<file path="src/design/ptpd_pkg.sv">
package ptpd_pkg;

    localparam logic [7:0] HDR_PAD  = 8'h00;
    localparam logic [7:0] HDR_END  = 8'h01;
    localparam logic [7:0] HDR_TIME = 8'b0111_0001;

    localparam logic [4:0] HDR_ADDR_PFX    = 5'b10110;
    localparam logic [4:0] HDR_COUNTER_PFX = 5'b10011;
    localparam logic [5:0] HDR_CONTEXT_PFX = 6'b011001;
    localparam logic [5:0] HDR_OPTYPE_PFX  = 6'b010010;
    localparam logic [5:0] HDR_EXT_PFX     = 6'b001000;
    localparam logic [1:0] HDR_CLASS_PFX   = 2'b01;
    localparam logic [3:0] HDR_EVENTS_SFX  = 4'b0010;
    localparam logic [3:0] HDR_SOURCE_SFX  = 4'b0011;

    localparam logic [4:0] ADDR_IDX_PC = 5'd0;
    localparam logic [4:0] ADDR_IDX_VA = 5'd2;
    localparam logic [4:0] ADDR_IDX_PA = 5'd3;

    localparam logic [63:0] MASK56   = 64'h00ff_ffff_ffff_ffff;
    localparam logic [63:0] TOP_BYTE = 64'hff00_0000_0000_0000;
    localparam logic [31:0] CONTEXT_NONE = 32'hffff_ffff;
    localparam logic [15:0] LIMIT_RESET  = 16'hffff;

    typedef enum logic [1:0] {
        PH_HEADER,
        PH_EXT,
        PH_CAPTURE,
        PH_SKIP
    } phase_t;

    typedef enum logic [2:0] {
        TGT_NONE,
        TGT_PC,
        TGT_VA,
        TGT_PA,
        TGT_EVENTS,
        TGT_CONTEXT,
        TGT_TIME
    } target_t;

    typedef struct packed {
        logic [7:0] data_byte;
        logic       last_of_buffer;
    } in_item_t;

    typedef struct packed {
        logic [63:0] program_counter;
        logic [63:0] data_virtual_address;
        logic [55:0] data_physical_address;
        logic [63:0] event_bits;
        logic [31:0] context_id;
        logic [63:0] timestamp;
    } rec_t;

    typedef struct packed {
        logic       byte_en;
        logic [7:0] data;
        logic [2:0] pos;
        logic       finish;
        target_t    target;
        logic       emit;
        logic       clear;
    } op_t;

endpackage

</file>
<file path="src/design/ptpd_stream_if.sv">
interface ptpd_stream_if #(
    parameter type payload_t = logic
);
    logic     valid;
    logic     ready;
    payload_t payload;

    modport source (output valid, output payload, input ready);
    modport sink (input valid, input payload, output ready);
endinterface

</file>
<file path="src/design/ptpd_front.sv">
module ptpd_front (
    input  logic              clk,
    input  logic              rst_n,
    ptpd_stream_if.sink       in_ch,
    ptpd_stream_if.sink       cfg_ch,
    input  logic              q_full,
    output logic              q_push,
    output ptpd_pkg::op_t     q_op
);

    ptpd_pkg::phase_t  phase_reg, phase_next;
    ptpd_pkg::target_t target_reg, target_next;
    logic [1:0]        ext_reg, ext_next;
    logic [3:0]        left_reg, left_next;
    logic [2:0]        pos_reg, pos_next;
    logic [15:0]       count_reg, count_next;
    logic [15:0]       limit_reg;
    logic              in_fire;
    logic              active;
    logic [7:0]        b;

    function automatic ptpd_pkg::target_t addr_target(input logic [4:0] idx);
        ptpd_pkg::target_t t;
        t = ptpd_pkg::TGT_NONE;
        if (idx == ptpd_pkg::ADDR_IDX_PC)
            t = ptpd_pkg::TGT_PC;
        else if (idx == ptpd_pkg::ADDR_IDX_VA)
            t = ptpd_pkg::TGT_VA;
        else if (idx == ptpd_pkg::ADDR_IDX_PA)
            t = ptpd_pkg::TGT_PA;
        return t;
    endfunction

    function automatic logic [3:0] size_of(input logic [7:0] h);
        return 4'd1 << h[5:4];
    endfunction

    assign in_ch.ready  = !q_full;
    assign cfg_ch.ready = 1'b1;
    assign in_fire      = in_ch.valid && in_ch.ready;
    assign active       = count_reg < limit_reg;
    assign b            = in_ch.payload.data_byte;

    always_comb
    begin
        phase_next  = phase_reg;
        target_next = target_reg;
        ext_next    = ext_reg;
        left_next   = left_reg;
        pos_next    = pos_reg;
        count_next  = count_reg;
        q_op        = '0;
        q_op.data   = b;
        q_op.target = target_reg;
        if (in_fire)
        begin
            if (active)
            begin
                case (phase_reg)
                    ptpd_pkg::PH_HEADER:
                    begin
                        ext_next = 2'd0;
                        if (b == ptpd_pkg::HDR_PAD)
                        begin
                            phase_next = ptpd_pkg::PH_HEADER;
                        end
                        else if (b == ptpd_pkg::HDR_END)
                        begin
                            q_op.emit  = 1'b1;
                            count_next = count_reg + 16'd1;
                        end
                        else if (b == ptpd_pkg::HDR_TIME)
                        begin
                            phase_next  = ptpd_pkg::PH_CAPTURE;
                            left_next   = size_of(b);
                            pos_next    = 3'd0;
                            target_next = ptpd_pkg::TGT_TIME;
                        end
                        else if (b[7:6] == ptpd_pkg::HDR_CLASS_PFX)
                        begin
                            if (b[3:0] == ptpd_pkg::HDR_EVENTS_SFX)
                            begin
                                phase_next  = ptpd_pkg::PH_CAPTURE;
                                left_next   = size_of(b);
                                pos_next    = 3'd0;
                                target_next = ptpd_pkg::TGT_EVENTS;
                            end
                            else if (b[7:2] == ptpd_pkg::HDR_CONTEXT_PFX)
                            begin
                                phase_next  = ptpd_pkg::PH_CAPTURE;
                                left_next   = size_of(b);
                                pos_next    = 3'd0;
                                target_next = ptpd_pkg::TGT_CONTEXT;
                            end
                            else if (b[3:0] == ptpd_pkg::HDR_SOURCE_SFX)
                            begin
                                phase_next = ptpd_pkg::PH_SKIP;
                                left_next  = size_of(b);
                            end
                            else if (b[7:2] == ptpd_pkg::HDR_OPTYPE_PFX)
                            begin
                                phase_next = ptpd_pkg::PH_SKIP;
                                left_next  = 4'd1;
                            end
                        end
                        else if (b[7:3] == ptpd_pkg::HDR_ADDR_PFX)
                        begin
                            phase_next  = ptpd_pkg::PH_CAPTURE;
                            left_next   = size_of(b);
                            pos_next    = 3'd0;
                            target_next = addr_target({2'b00, b[2:0]});
                        end
                        else if (b[7:3] == ptpd_pkg::HDR_COUNTER_PFX)
                        begin
                            phase_next = ptpd_pkg::PH_SKIP;
                            left_next  = 4'd2;
                        end
                        else if (b[7:2] == ptpd_pkg::HDR_EXT_PFX)
                        begin
                            phase_next = ptpd_pkg::PH_EXT;
                            ext_next   = b[1:0];
                        end
                    end
                    ptpd_pkg::PH_EXT:
                    begin
                        left_next = size_of(b);
                        if (b[7:3] == ptpd_pkg::HDR_ADDR_PFX)
                        begin
                            phase_next  = ptpd_pkg::PH_CAPTURE;
                            pos_next    = 3'd0;
                            target_next = addr_target({ext_reg, b[2:0]});
                        end
                        else
                        begin
                            phase_next = ptpd_pkg::PH_SKIP;
                        end
                    end
                    ptpd_pkg::PH_CAPTURE:
                    begin
                        q_op.byte_en = 1'b1;
                        q_op.pos     = pos_reg;
                        pos_next     = pos_reg + 3'd1;
                        left_next    = left_reg - 4'd1;
                        if (left_reg == 4'd1)
                        begin
                            q_op.finish = 1'b1;
                            phase_next  = ptpd_pkg::PH_HEADER;
                            if (target_reg == ptpd_pkg::TGT_TIME)
                            begin
                                q_op.emit  = 1'b1;
                                count_next = count_reg + 16'd1;
                            end
                        end
                    end
                    default:
                    begin
                        left_next = left_reg - 4'd1;
                        if (left_reg == 4'd1)
                            phase_next = ptpd_pkg::PH_HEADER;
                    end
                endcase
            end
            if (in_ch.payload.last_of_buffer)
            begin
                phase_next  = ptpd_pkg::PH_HEADER;
                target_next = ptpd_pkg::TGT_NONE;
                ext_next    = 2'd0;
                left_next   = 4'd0;
                pos_next    = 3'd0;
                count_next  = 16'd0;
                q_op.clear  = 1'b1;
            end
        end
        q_push = in_fire && (q_op.byte_en || q_op.emit || q_op.clear);
    end

    always_ff @(posedge clk or negedge rst_n)
    begin
        if (!rst_n)
        begin
            phase_reg  <= ptpd_pkg::PH_HEADER;
            target_reg <= ptpd_pkg::TGT_NONE;
            ext_reg    <= 2'd0;
            left_reg   <= 4'd0;
            pos_reg    <= 3'd0;
            count_reg  <= 16'd0;
            limit_reg  <= ptpd_pkg::LIMIT_RESET;
        end
        else
        begin
            phase_reg  <= phase_next;
            target_reg <= target_next;
            ext_reg    <= ext_next;
            left_reg   <= left_next;
            pos_reg    <= pos_next;
            count_reg  <= count_next;
            if (cfg_ch.valid)
                limit_reg <= cfg_ch.payload;
        end
    end

endmodule

</file>
<file path="src/design/ptpd_queue.sv">
module ptpd_queue #(
    parameter int DEPTH = 2
) (
    input  logic          clk,
    input  logic          rst_n,
    input  logic          push,
    input  ptpd_pkg::op_t push_op,
    output logic          full,
    input  logic          pop,
    output logic          head_valid,
    output ptpd_pkg::op_t head_op
);

    localparam int PW = (DEPTH > 1) ? $clog2(DEPTH) : 1;
    localparam int CW = $clog2(DEPTH + 1);

    ptpd_pkg::op_t   mem [DEPTH];
    logic [PW-1:0]   wr_reg, wr_next;
    logic [PW-1:0]   rd_reg, rd_next;
    logic [CW-1:0]   count_reg, count_next;

    assign full       = (count_reg == CW'(DEPTH));
    assign head_valid = (count_reg != '0);
    assign head_op    = mem[rd_reg];

    always_comb
    begin
        wr_next    = wr_reg;
        rd_next    = rd_reg;
        count_next = count_reg;
        if (push)
            wr_next = (wr_reg == PW'(DEPTH - 1)) ? '0 : wr_reg + 1'b1;
        if (pop)
            rd_next = (rd_reg == PW'(DEPTH - 1)) ? '0 : rd_reg + 1'b1;
        if (push && !pop)
            count_next = count_reg + 1'b1;
        else if (pop && !push)
            count_next = count_reg - 1'b1;
    end

    always_ff @(posedge clk)
    begin
        if (push)
            mem[wr_reg] <= push_op;
    end

    always_ff @(posedge clk or negedge rst_n)
    begin
        if (!rst_n)
        begin
            wr_reg    <= '0;
            rd_reg    <= '0;
            count_reg <= '0;
        end
        else
        begin
            wr_reg    <= wr_next;
            rd_reg    <= rd_next;
            count_reg <= count_next;
        end
    end

endmodule

</file>
<file path="src/design/ptpd_back.sv">
module ptpd_back (
    input  logic          clk,
    input  logic          rst_n,
    input  logic          q_valid,
    input  ptpd_pkg::op_t q_op,
    output logic          q_pop,
    ptpd_stream_if.source out_ch
);

    logic [63:0]    acc_reg, acc_next, acc_new;
    logic [63:0]    pc_reg, pc_next;
    logic [63:0]    va_reg, va_next;
    logic [55:0]    pa_reg, pa_next;
    logic [63:0]    ev_reg, ev_next;
    logic [31:0]    ctx_reg, ctx_next;
    logic [63:0]    time_reg, time_next;
    logic           out_valid_reg, out_valid_next;
    ptpd_pkg::rec_t out_reg, out_next;
    logic           out_free;

    function automatic logic [63:0] top_fix(input logic [63:0] v);
        logic [63:0] m;
        m = v & ptpd_pkg::MASK56;
        if (m[55:52] == 4'hf)
            m = m | ptpd_pkg::TOP_BYTE;
        return m;
    endfunction

    assign out_free       = !out_valid_reg || out_ch.ready;
    assign q_pop          = q_valid && (!q_op.emit || out_free);
    assign out_ch.valid   = out_valid_reg;
    assign out_ch.payload = out_reg;
    assign acc_new = ((q_op.pos == 3'd0) ? 64'd0 : acc_reg)
                   | ({56'd0, q_op.data} << {q_op.pos, 3'b000});

    always_comb
    begin
        acc_next       = acc_reg;
        pc_next        = pc_reg;
        va_next        = va_reg;
        pa_next        = pa_reg;
        ev_next        = ev_reg;
        ctx_next       = ctx_reg;
        time_next      = time_reg;
        out_next       = out_reg;
        out_valid_next = out_valid_reg && !out_ch.ready;
        if (q_pop)
        begin
            if (q_op.byte_en)
                acc_next = acc_new;
            if (q_op.finish)
            begin
                case (q_op.target)
                    ptpd_pkg::TGT_PC:      pc_next   = top_fix(acc_new);
                    ptpd_pkg::TGT_VA:      va_next   = top_fix(acc_new);
                    ptpd_pkg::TGT_PA:      pa_next   = acc_new[55:0];
                    ptpd_pkg::TGT_EVENTS:  ev_next   = acc_new;
                    ptpd_pkg::TGT_CONTEXT: ctx_next  = acc_new[31:0];
                    ptpd_pkg::TGT_TIME:    time_next = acc_new;
                    default:               acc_next  = acc_new;
                endcase
            end
            if (q_op.emit)
            begin
                out_valid_next                 = 1'b1;
                out_next.program_counter       = pc_reg;
                out_next.data_virtual_address  = va_reg;
                out_next.data_physical_address = pa_reg;
                out_next.event_bits            = ev_reg;
                out_next.context_id            = ctx_reg;
                out_next.timestamp             = time_next;
            end
            if (q_op.emit || q_op.clear)
            begin
                pc_next   = 64'd0;
                va_next   = 64'd0;
                pa_next   = 56'd0;
                ev_next   = 64'd0;
                ctx_next  = ptpd_pkg::CONTEXT_NONE;
                time_next = 64'd0;
            end
        end
    end

    always_ff @(posedge clk)
    begin
        acc_reg <= acc_next;
        out_reg <= out_next;
    end

    always_ff @(posedge clk or negedge rst_n)
    begin
        if (!rst_n)
        begin
            pc_reg        <= 64'd0;
            va_reg        <= 64'd0;
            pa_reg        <= 56'd0;
            ev_reg        <= 64'd0;
            ctx_reg       <= ptpd_pkg::CONTEXT_NONE;
            time_reg      <= 64'd0;
            out_valid_reg <= 1'b0;
        end
        else
        begin
            pc_reg        <= pc_next;
            va_reg        <= va_next;
            pa_reg        <= pa_next;
            ev_reg        <= ev_next;
            ctx_reg       <= ctx_next;
            time_reg      <= time_next;
            out_valid_reg <= out_valid_next;
        end
    end

endmodule

</file>
<file path="src/design/profiling_trace_packet_decoder_top.sv">
// Decoder for sampling-profiler trace packets, fed one trace-buffer byte per request.
// The in_ch channel carries data_byte and last_of_buffer; the out_ch channel carries
// one finished record, produced by an end packet or a completed timestamp packet.
// The cfg_ch channel writes record_limit, and it should be written only while idle.
// A byte is taken in every cycle while the command queue has room, so the sustained
// rate is one byte per cycle.
// The front end classifies each byte against the parser state and queues a command
// for payload bytes, record ends and buffer ends. The back end assembles payloads
// into the record and loads the output register. A finished record passes through
// the command queue and then the output register before it is shown on out_ch.
// When the receiver stalls, the output register holds its record, and the back end
// keeps taking commands until one needs to emit.
// Only then does the queue fill, and in_ch.ready drops while it is full.
// Reset clears the parser, the record (context id all ones), the emitted count,
// the queue and the output valid, and it sets record_limit to 65535.
// The last byte of a buffer is processed normally, and then the parser,
// the record and the count return to their reset values.
module profiling_trace_packet_decoder_top #(
    parameter int QUEUE_DEPTH = 2
) (
    input logic         clk,
    input logic         rst_n,
    ptpd_stream_if.sink   in_ch,
    ptpd_stream_if.sink   cfg_ch,
    ptpd_stream_if.source out_ch
);

    logic          q_full;
    logic          q_push;
    logic          q_pop;
    logic          q_valid;
    ptpd_pkg::op_t q_in_op;
    ptpd_pkg::op_t q_head_op;

    ptpd_front u_front (
        .clk    (clk),
        .rst_n  (rst_n),
        .in_ch  (in_ch),
        .cfg_ch (cfg_ch),
        .q_full (q_full),
        .q_push (q_push),
        .q_op   (q_in_op)
    );

    ptpd_queue #(
        .DEPTH (QUEUE_DEPTH)
    ) u_queue (
        .clk        (clk),
        .rst_n      (rst_n),
        .push       (q_push),
        .push_op    (q_in_op),
        .full       (q_full),
        .pop        (q_pop),
        .head_valid (q_valid),
        .head_op    (q_head_op)
    );

    ptpd_back u_back (
        .clk     (clk),
        .rst_n   (rst_n),
        .q_valid (q_valid),
        .q_op    (q_head_op),
        .q_pop   (q_pop),
        .out_ch  (out_ch)
    );

endmodule

</file>
<file path="src/flat_wrapper.sv">
// flat-port wrapper written by rule: the top's interface ports become plain ports
module profiling_trace_packet_decoder_top_flat import ptpd_pkg::*;
#(
    parameter int QUEUE_DEPTH = 2
)
  (clk, rst_n, in_ch_valid, in_ch_payload, in_ch_ready, cfg_ch_valid, cfg_ch_payload, cfg_ch_ready, out_ch_valid, out_ch_payload, out_ch_ready);
  ptpd_stream_if #(.payload_t(in_item_t)) in_ch_i ();
  ptpd_stream_if #(.payload_t(logic [15:0])) cfg_ch_i ();
  ptpd_stream_if #(.payload_t(rec_t)) out_ch_i ();
  input logic clk;
  input logic rst_n;
  input wire logic [$bits(in_ch_i.valid)-1:0] in_ch_valid;
  input wire logic [$bits(in_ch_i.payload)-1:0] in_ch_payload;
  output wire logic [$bits(in_ch_i.ready)-1:0] in_ch_ready;
  input wire logic [$bits(cfg_ch_i.valid)-1:0] cfg_ch_valid;
  input wire logic [$bits(cfg_ch_i.payload)-1:0] cfg_ch_payload;
  output wire logic [$bits(cfg_ch_i.ready)-1:0] cfg_ch_ready;
  output wire logic [$bits(out_ch_i.valid)-1:0] out_ch_valid;
  output wire logic [$bits(out_ch_i.payload)-1:0] out_ch_payload;
  input wire logic [$bits(out_ch_i.ready)-1:0] out_ch_ready;
  assign in_ch_i.valid = in_ch_valid;
  assign in_ch_i.payload = in_ch_payload;
  assign in_ch_ready = in_ch_i.ready;
  assign cfg_ch_i.valid = cfg_ch_valid;
  assign cfg_ch_i.payload = cfg_ch_payload;
  assign cfg_ch_ready = cfg_ch_i.ready;
  assign out_ch_valid = out_ch_i.valid;
  assign out_ch_payload = out_ch_i.payload;
  assign out_ch_i.ready = out_ch_ready;
  profiling_trace_packet_decoder_top #(.QUEUE_DEPTH(QUEUE_DEPTH)) u_core (.clk(clk), .rst_n(rst_n), .in_ch(in_ch_i), .cfg_ch(cfg_ch_i), .out_ch(out_ch_i));
endmodule
</file>
<file path="config.mk">
export PLATFORM = sky130hd
export DESIGN_NAME = profiling_trace_packet_decoder_top_flat
export DESIGN_NICKNAME = d
export VERILOG_FILES = /design/src/design/ptpd_pkg.sv /design/src/design/ptpd_stream_if.sv /design/src/design/ptpd_front.sv /design/src/design/ptpd_queue.sv /design/src/design/ptpd_back.sv /design/src/design/profiling_trace_packet_decoder_top.sv /design/src/flat_wrapper.sv
export SDC_FILE = /design/constraint.sdc
export NUM_CORES = 1
export LEC_CHECK = 0
export BUFFER_PORTS_ARGS = -buffer_cell sky130_fd_sc_hd__buf_2
export CAP_MARGIN = 15
export CORE_MARGIN = 1
export CORE_UTILIZATION = 30
export DETAILED_ROUTE_END_ITERATION = 10
export GPL_TIMING_DRIVEN = 0
export PLACE_DENSITY = 0.52
export SYNTH_ARGS = -nofsm -noshare
export SYNTH_HDL_FRONTEND = slang
export SYNTH_HIERARCHICAL = 1
export SYNTH_SLANG_ARGS = --single-unit
</file>
<file path="constraint.sdc">
create_clock -name clk -period 12.4 [get_ports clk]
set_input_delay 1.86 -clock clk [delete_from_list [all_inputs] [get_ports clk]]
set_output_delay 1.86 -clock clk [all_outputs]
set_load 0.01 [all_outputs]
</file>
# Yosys cells after proc, flatten, opt, wreduce, memory -nomap -nowiden
# Memory sizes are Yosys's and may differ from the RTL's.
# Index checks and enable logic that the tools add are counted.
# totals
out_inout_bits	347
wordCells	243
input_bits	30
latch_bits	0
mem_bits_ro	0
ram_bits	36
memories	1
reg_bits	803
# mem_list
memory	words	width	read_ports	rd_clocked_by_memory_dff	wr	line	source
u_core.u_queue.mem	2	18	1	0	1	ptpd_queue.sv:17	ptpd_pkg::op_t mem [DEPTH];
# op_classes
n_eq_ne	39
reduce_logical	49
mux	119
n_addsub	7
mul	0
order_cmp	1
n_bitwise	1
div	0
n_shift	2
# ops
cell	n
$mux W64	17
$mux W56	3
$mux W16	6
$mux W32	3
$mux W2	33
$or A64 B64 Y64	1
$shl A8 B6 Y64	1
$mux W4	15
$mux W3	19
$pmux W16 S2	1
$reduce_bool A2 Y1	10
$ne A3 B3 Y1 const B	6
$reduce_and A3 Y1	6
$reduce_and A6 Y1	3
$mux W1	17
$add A16 B1 Y16 const B	1
$lt A16 B16 Y1	1
$ne A8 B8 Y1 const B	2
$eq A3 B2 Y1 const B	4
$eq A3 B3 Y1 const B	4
$eq A6 B5 Y1 const B	2
$ne A6 B6 Y1 const B	2
$eq A5 B2 Y1 const B	2
$eq A5 B5 Y1 const B	2
other kinds (36)	57

# Logic depth before layout (Yosys ltp)
# Gate-level depths: netlist of the first run.
# depth
ltp_word	13
ltp_mapped	12
ltp_nobuf	12

# Cells and area by module
# The synthesis of the first run kept the hierarchy.
# modules_own_cells
module	cells_per_inst	n_inst	seq_area_each_um2	area_each_um2
ptpd_back	1806	1	20154.3	27004.6
ptpd_front	393	1	1171.1	3293.2
ptpd_queue	72	1	1181.1	1537.7

# Least setup slack after synthesis of the first run
# OpenSTA, ideal clock, no wires.
# synth_path
path_type	input -> register
startpoint	in out_ch_ready
endpoint	reg u_core.u_back.out_reg, in the netlist u_core/u_back/out_ch.payload[0], enable pin
arrival_ps	9669
path_buffers	0
t_required_ps	11663
stages	2
path_slack_ps	1994
setup_ps	737
cell_sequence	nand3b_1 -> and3_1
# synth_via
elab_chain_len	4
# synth_lines
item	line	source
start, declared	flat_wrapper.sv:20	input wire logic [$bits(out_ch_i.ready)-1:0] out_ch_ready;
$logic_or A1 B1 Y1	ptpd_back.sv:29	assign out_free = !out_valid_reg || out_ch.ready;
$logic_or A1 B1 Y1	ptpd_back.sv:30	assign q_pop = q_valid && (!q_op.emit || out_free);
$logic_and A1 B1 Y1	ptpd_back.sv:30	
$reduce_and A2 Y1 (no source line)	--	
end signal, assigned	ptpd_back.sv:88	out_reg <= out_next;
end, declared	ptpd_back.sv:18	ptpd_pkg::rec_t out_reg, out_next;
# Every way passes these cells.
# A chain may end at the register's enable or synchronous reset.

# Worst setup path after layout of the first run
# layout_path
startpoint	in in_ch_payload[8]
endpoint	mem u_core/u_queue/mem[1][14] (netlist name), enable pin
# layout_via
elab_chain_len	11
elab_cells_between_ends	12
cone_classes	1 x eq/ne; 7 x mux; 4 x reduce/logical
# layout_lines
item	line	source
start, declared	flat_wrapper.sv:13	input wire logic [$bits(in_ch_i.payload)-1:0] in_ch_payload;
$eq A8 B1 Y1	ptpd_front.sv:67	else if (b == ptpd_pkg::HDR_END)
$mux W1	ptpd_front.sv:67	
$mux W1 *	ptpd_front.sv:63	if (b == ptpd_pkg::HDR_PAD)
$pmux W1 S2 *	ptpd_front.sv:59	case (phase_reg)
$mux W1 *	ptpd_front.sv:57	if (active)
$mux W2 *	ptpd_front.sv:55	if (in_fire)
$logic_or A1 B1 Y1 * (2 in a row)	ptpd_front.sv:174	q_push = in_fire && (q_op.byte_en || q_op.emit || q_op.clear);
$logic_and A1 B1 Y1 *	ptpd_front.sv:174	
named net u_core.q_push	profiling_trace_packet_decoder_top.sv:29	logic q_push;
$mux W1 *	ptpd_queue.sv:43	if (push)
$mux W1 (not written as such) *	ptpd_queue.sv:44	mem[wr_reg] <= push_op;
end, declared	ptpd_queue.sv:17	
# The timed path passes the listed nets; every way through them passes the cells marked *.

==> results of run 1 <==
[cell type report]
class	count	area [um2]
Buffer	159	815
Clock buffer	131	2620
Clock inverter	37	347
Fill cell	10300	66500
Inverter	41	156
Multi-Input combinational cell	1260	8370
Sequential cell	811	22500
Tap cell	1391	1740
Timing Repair Buffer	385	2180
[cell families after synthesis]
group,Yosys count,share of synthesized area (%)
AO/OA/AOI/OAI,470,9.57
XOR/XNOR,18,0.495
adder cells (fa/ha/maj),23,0.904
buffers and inverters,200,3.04
flip-flops,811,70.7
multiplexers,201,7.15
other,1,0.0118
AND/OR/NAND/NOR,547,8.13
[metal layers]
layer	part of all wire [%]	routed length [um]	global-route usage (%)
met5	0.029	27	0
met2	47	43000	27.1
met3	5.7	5240	3.97
met1	45	41100	22.7
met4	2.7	2470	5.24
[how the worst min path moves through the flow]
| stage | startpoint | endpoint | slack, ns | cells past startpoint |
|---|---|---|---|---|
| floorplan | u_core/u_back/ev_reg[24] | u_core/u_back/out_ch.payload[120] | 0.42 | 0 |
| global placement | u_core/u_back/ev_reg[30] | u_core/u_back/out_ch.payload[126] | 0.42 | 0 |
| detailed placement | u_core/u_back/va_reg[26] | u_core/u_back/out_ch.payload[242] | 0.43 | 0 |
| CTS | u_core/u_back/va_reg[48] | u_core/u_back/out_ch.payload[264] | 0.43 | 0 |
| global route | u_core/u_back/va_reg[26] | u_core/u_back/out_ch.payload[242] | 0.44 | 0 |
| finish | u_core/u_back/va_reg[47] | u_core/u_back/out_ch.payload[263] | 0.43 | 0 |
[layout by cell type, fill, tap and decap left out, types with 9 or more instances in the layout]
cell type  netlist  final
o22a_1          24     24
mux2_4           9      9
buf_2           50    421
xnor2_1         13     13
or3_1           11     11
buf_16           0     10
dfstp_2         48     48
nor2_1          82     82
inv_1           41     40
o21ai_0        191    191
o31ai_1         45     45
a31oi_1         37     37
clkbuf_16        0     93
clkinv_2         0     16
nor2b_1         14     13
mux2i_1         17     17
nor3_1          22     22
a21oi_1         48     48
nand3_1         16     16
clkbuf_8         0     15
clkbuf_1        69     92
dfrtp_1        333    333
edfxtp_1       430    430
a22o_1          68     68
nand2_1        304    304
nor3b_1         19     19
and3b_1         21     21
a31o_2          10     10
o2bb2ai_1       12     12
ha_1            23     23
mux2_2         175    175
buf_4           25     27
[worst reg2reg max path, delay by kind of cell (launching register included)]
family	cells	cell delay, ns
buffers and inverters	5	1.45
DFF	1	0.37
AOI/OAI and AO/OA	2	0.89
muxes	1	0.32
and+or+nand+nor	1	0.30
[power by group through the flow]
| stage | combinational, mW | sequential [mW] | clock [mW] |
|---|---|---|---|
| 6_report | 3.92 | 4.69 | 2.65 |
| 2_1_floorplan | 2.03 | 4.99 | 0 |
| 4_1_cts | 4.01 | 4.70 | 2.73 |
| 3_5_place_dp | 4.00 | 4.75 | 0 |
| 3_3_place_gp | 3.84 | 4.98 | 0 |
| 5_1_grt | 4.29 | 4.80 | 2.84 |
==> impl_metrics.yaml, run 1 <==
sta:
  fin_tns_setup_ns: 0
  post-route-period-util_pct: 32.0
  worst_slack_ns: 8.43
  fin_skew_ns: 0.0262
  finalHoldViolCount: 0
  drv_slew: 0
  rsz0062_at_grt: "no"
  fmax_mhz: 252
  hold_slack_ns: 0.434
  setup_viol: 0
  worstMarginPinSlew_ns: 1.17
  slew_headroom_pct: 19.6
  finalCriticalPeriod_ns: 3.97
power_and_ir_drop:
  swShare_pct: 37.0
  powerDensity_nw_per_um2: 291
  seq_power_share_pct: 41.6
  switchingPower_mw: 4.16
  p_int_mw: 7.09
  peakVddDrop_mv: 0.139
  power_frac_comb_pct: 34.9
  leakage_nw: 16.1
  clockPowerShare_pct: 23.5
  total_power_mw: 11.3
worst_setup_path:
  r2r_slack_ns: 8.91
  reg2reg_depth: 9
  cp_top_family: "simple AND/OR/NAND/NOR gates"
  crit_start: "in_ch_payload[8]"
  slowest_delay_ns: 0.74
  rr_endpoint: "u_core/u_back/ev_reg[38]"
  crit_path_end_kind: "flop"
  path_cells: "buf_2 -> or4_4 -> nor3_1 -> a31oi_1 -> nor2_1 -> o21a_1 -> and2_1"
  cp.required_ns: 12.67
  crit_arrival_ns: 4.24
  critical_path_class: "input port to flop"
  worst-path-buf-inv: 1
  cp_slowest_cell: "and2_1"
  worstSetupStartpointType: "input port"
  path_depth: 7
  r2r_start: "u_core/u_queue/rd_reg"
  cp_max_fo: 18
  critPathCapture: "u_core/u_queue/mem[1][14]"
synthesis:
  ys_warn_count: 6
  syn_inst: 2271
  synth-edff-count: 430
  synth_cell_types: 68
  ys_async_sr_fraction_pct: 47.0
  synth_area_leaders: "edfxtp_1, dfrtp_1, mux2_2"
  avgSynthCellArea_um2: 14.0
  synth.most_common_cell: "edfxtp_1"
  synth_top_area_cell: "edfxtp_1"
  synth_commonest_cells: "edfxtp_1, dfrtp_1, nand2_1"
  synth.yosys.seq_area_share_pct: 70.7
  synthesis.nets: 2324
  synth-seq-cells: 811
  yosysTopAreaCellShare_pct: 40.6
  netlist_area_um2: 31800
  synthFlopType: "edfxtp_1"
layout:
  nNetsFinal: 2801
  n_antenna_cell: 0
  drive_gt1_share_pct: 30.6
  fin_area_um2: 38700
  stdcell_count: 4215
  area_delta_synth_final_pct: 21.7
  post-route-util_pct: 36.8
  largest_register_ffs: 330
route:
  drc: 0
  dr_total_vias: 20000
  dr.first_iter.drc_count: 1196
  vias_per_cell: 4.75
  first_pass_iters: 7
  drt-total-wl_um: 91900
  final_antenna_net_count: 0
  post_drt_wl_per_cell_um: 21.8
floorplan:
  die-area_um2: 107000
  num_rows: 119
  start_util_pct: 30.2
  core_area_um2: 105000
  die_x_um: 328
  top_level_ports: 377
  dieHeight_um: 328
cts:
  cts_tree: "built"
  cts_made_buffers: 90
  clock_sinks: 811
  clk_pin_slew_ns: 0.06
  cts_buffer_depth: 3
  cts-htree-levels: 3
  cts-resized-gates: 0
  clock_latency_ns: 0.67
  root_buffer: "clkbuf_16"
  postCtsSetupRepairBufs: 0
  cts_hold_buffers: 0
grt:
  grt_use_total_pct: 16.9
  grt_pass1_wl_um: 134000
  grt_overflow: 0
  grt_pass1_vias: 19600
  grt_max_degree: 105
  grt_antenna_before_repair: 4
outcome:
  outcome: "finished, final reports clean"
place:
  dp_hpwl_um: 65000
  post-place-cells: 4045
  numPortBuffers: 372
  gp_congestion: 0.805
  place_ws_ns: 7.77
  placed_area_um2: 35700
worst_hold_path:
  hold_path.class: "flop to flop"
run:
  maxCapViolations: 0
Power figures use the tool's default switching activity.
==> inputs of run 2 (changes only) <==
clock period = 4.02 ns   (was 12.4 ns; I/O delays follow)
==> impl_metrics.yaml, run 2 (synthesis gave the netlist of run 1 again) <==
worst_setup_path:
  crit_arrival_ns: 3.80
  path_cells: "buf_6 -> buf_12 -> mux2_4 -> nand3b_1 -> and3_4 -> buf_16 -> buf_16 -> buf_16 -> buf_16"
  cp.required_ns: 4.39
  worstSetupStartpointType: "flop"
  crit_path_end_kind: "flop"
  critical_path_class: "flop to flop"
  cp_slowest_cell: "and3_4"
  crit_path_frequent_cell: "buf_16"
  cp_max_fo: 52
  slowest_delay_ns: 0.52
grt:
  grt_use_total_pct: 17.0
  grt_overflow: 0
  grt_antenna_before_repair: 4
  grt_pass1_wl_um: 135000
  grt_pass1_vias: 19800
  grt_max_degree: 113
sta:
  drv_slew: 0
  post-route-period-util_pct: 85.3
  fin_skew_ns: 0.0566
  rsz0062_at_grt: "no"
  slew_headroom_pct: 21.1
  finalCriticalPeriod_ns: 3.43
  setup_viol: 0
  worstMarginPinSlew_ns: 1.17
  fin_tns_setup_ns: 0
  fmax_mhz: 292
  finalHoldViolCount: 0
  worst_slack_ns: 0.591
layout:
  drive_gt1_share_pct: 30.3
  largest_register_ffs: 330
  fin_area_um2: 38800
  area_delta_synth_final_pct: 21.7
  post-route-util_pct: 36.8
  final_common_cell: "edfxtp_1"
  nNetsFinal: 2801
  stdcell_count: 4218
  mostFrequentLayoutCells: "edfxtp_1, buf_2, dfrtp_1"
place:
  placed_area_um2: 35800
  post-place-cells: 4047
  numPortBuffers: 372
  dp_hpwl_um: 64200
  gp_congestion: 0.813
  place_ws_ns: 0.551
cts:
  cts-resized-gates: 0
  cts-htree-levels: 3
  clock_sinks: 811
  clk_pin_slew_ns: 0.06
  root_buffer: "clkbuf_16"
  postCtsSetupRepairBufs: 0
  cts_tree: "built"
  cts_buffer_depth: 3
  cts_made_buffers: 89
  clock_latency_ns: 0.69
run:
  maxCapViolations: 0
power_and_ir_drop:
  powerDensity_nw_per_um2: 898
  peakVddDrop_mv: 0.423
  leakage_nw: 16.1
route:
  first_pass_iters: 5
  dr_total_vias: 20000
  drc: 0
  drt-total-wl_um: 91800
  post_drt_wl_per_cell_um: 21.8
  final_antenna_net_count: 0
  dr.first_iter.drc_count: 1431
  vias_per_cell: 4.74
floorplan:
  start_util_pct: 30.2
  top_level_ports: 377
  core_area_um2: 105000
  die-area_um2: 107000
  num_rows: 119
  dieHeight_um: 328
  die_x_um: 328
outcome:
  outcome: "finished, final reports clean"
worst_hold_path:
  hold_path.class: "input port to flop"
-- run 2: report_power, final --
part,internal [mW],leakage (nW),switching [mW]
sequential,13.0,9.18,1.42
combinational,4.04,5.47,8.05
clock,4.75,1.42,3.51
-- run 2: metal layers --
metal	GRT usage [%]	routed length, um	up-vias	part of all wire (%)
met4	5.68	2830	2	3.1
li1	-	-	9257	-
met2	26.7	42200	556	46
met1	22.7	40900	10100	45
met5	0	10	-	0.011
met3	4.43	5840	130	6.4
-- run 2: cell type report --
cell class              instances  area [um2]
fillers                     10200       66500
flip-flops and latches        811       22500
multi-input cells            1260        8370
clock buffers                 120        2390
repair buffers                386        2200
well taps                    1391        1740
plain buffers                 159         815
clock inverters                47         564
inverters                      41         156
diodes                          3        7.51
-- run 2: repair_timing --
item                       CTS  global route
setup endpoints to repair    0             0
hold buffers                 1             0
hold endpoints to repair    23             0
-- run 2: metrics by stage --
stage                     power, mW  hold WS, ns
after floorplan                21.3        0.307
after CTS                      35.4       0.0374
after detailed placement       26.9        0.427
final                          34.8       0.0996
after global placement         26.8        0.423
after global routing           36.8       0.0552
-- run 2: worst paths after layout --
kind                                          startpoint                           endpoint  slack (ns)  depth (start not counted)
worst max-delay path               u_core/u_queue/rd_reg  u_core/u_back/out_ch.payload[222]        0.59                          9
worst min-delay path                    in_ch_payload[6]          u_core/u_queue/mem[1][14]         0.1                          1
worst max register to register     u_core/u_queue/rd_reg  u_core/u_back/out_ch.payload[222]        0.59                          9
worst min register to register  u_core/u_back/ev_reg[45]  u_core/u_back/out_ch.payload[141]        0.42                          0
max in group asynchronous                          rst_n           u_core/u_back/ctx_reg[3]        2.35                          4
min in group asynchronous                          rst_n          u_core/u_front/ext_reg[1]        0.42                          2
-- run 2: worst max-delay path, delay by kind of cell, from the launching register on --
family	cells	cell delay, ns
buf+inv	6	1.48
mux	1	0.33
simple gates	2	0.82
flops	1	0.38
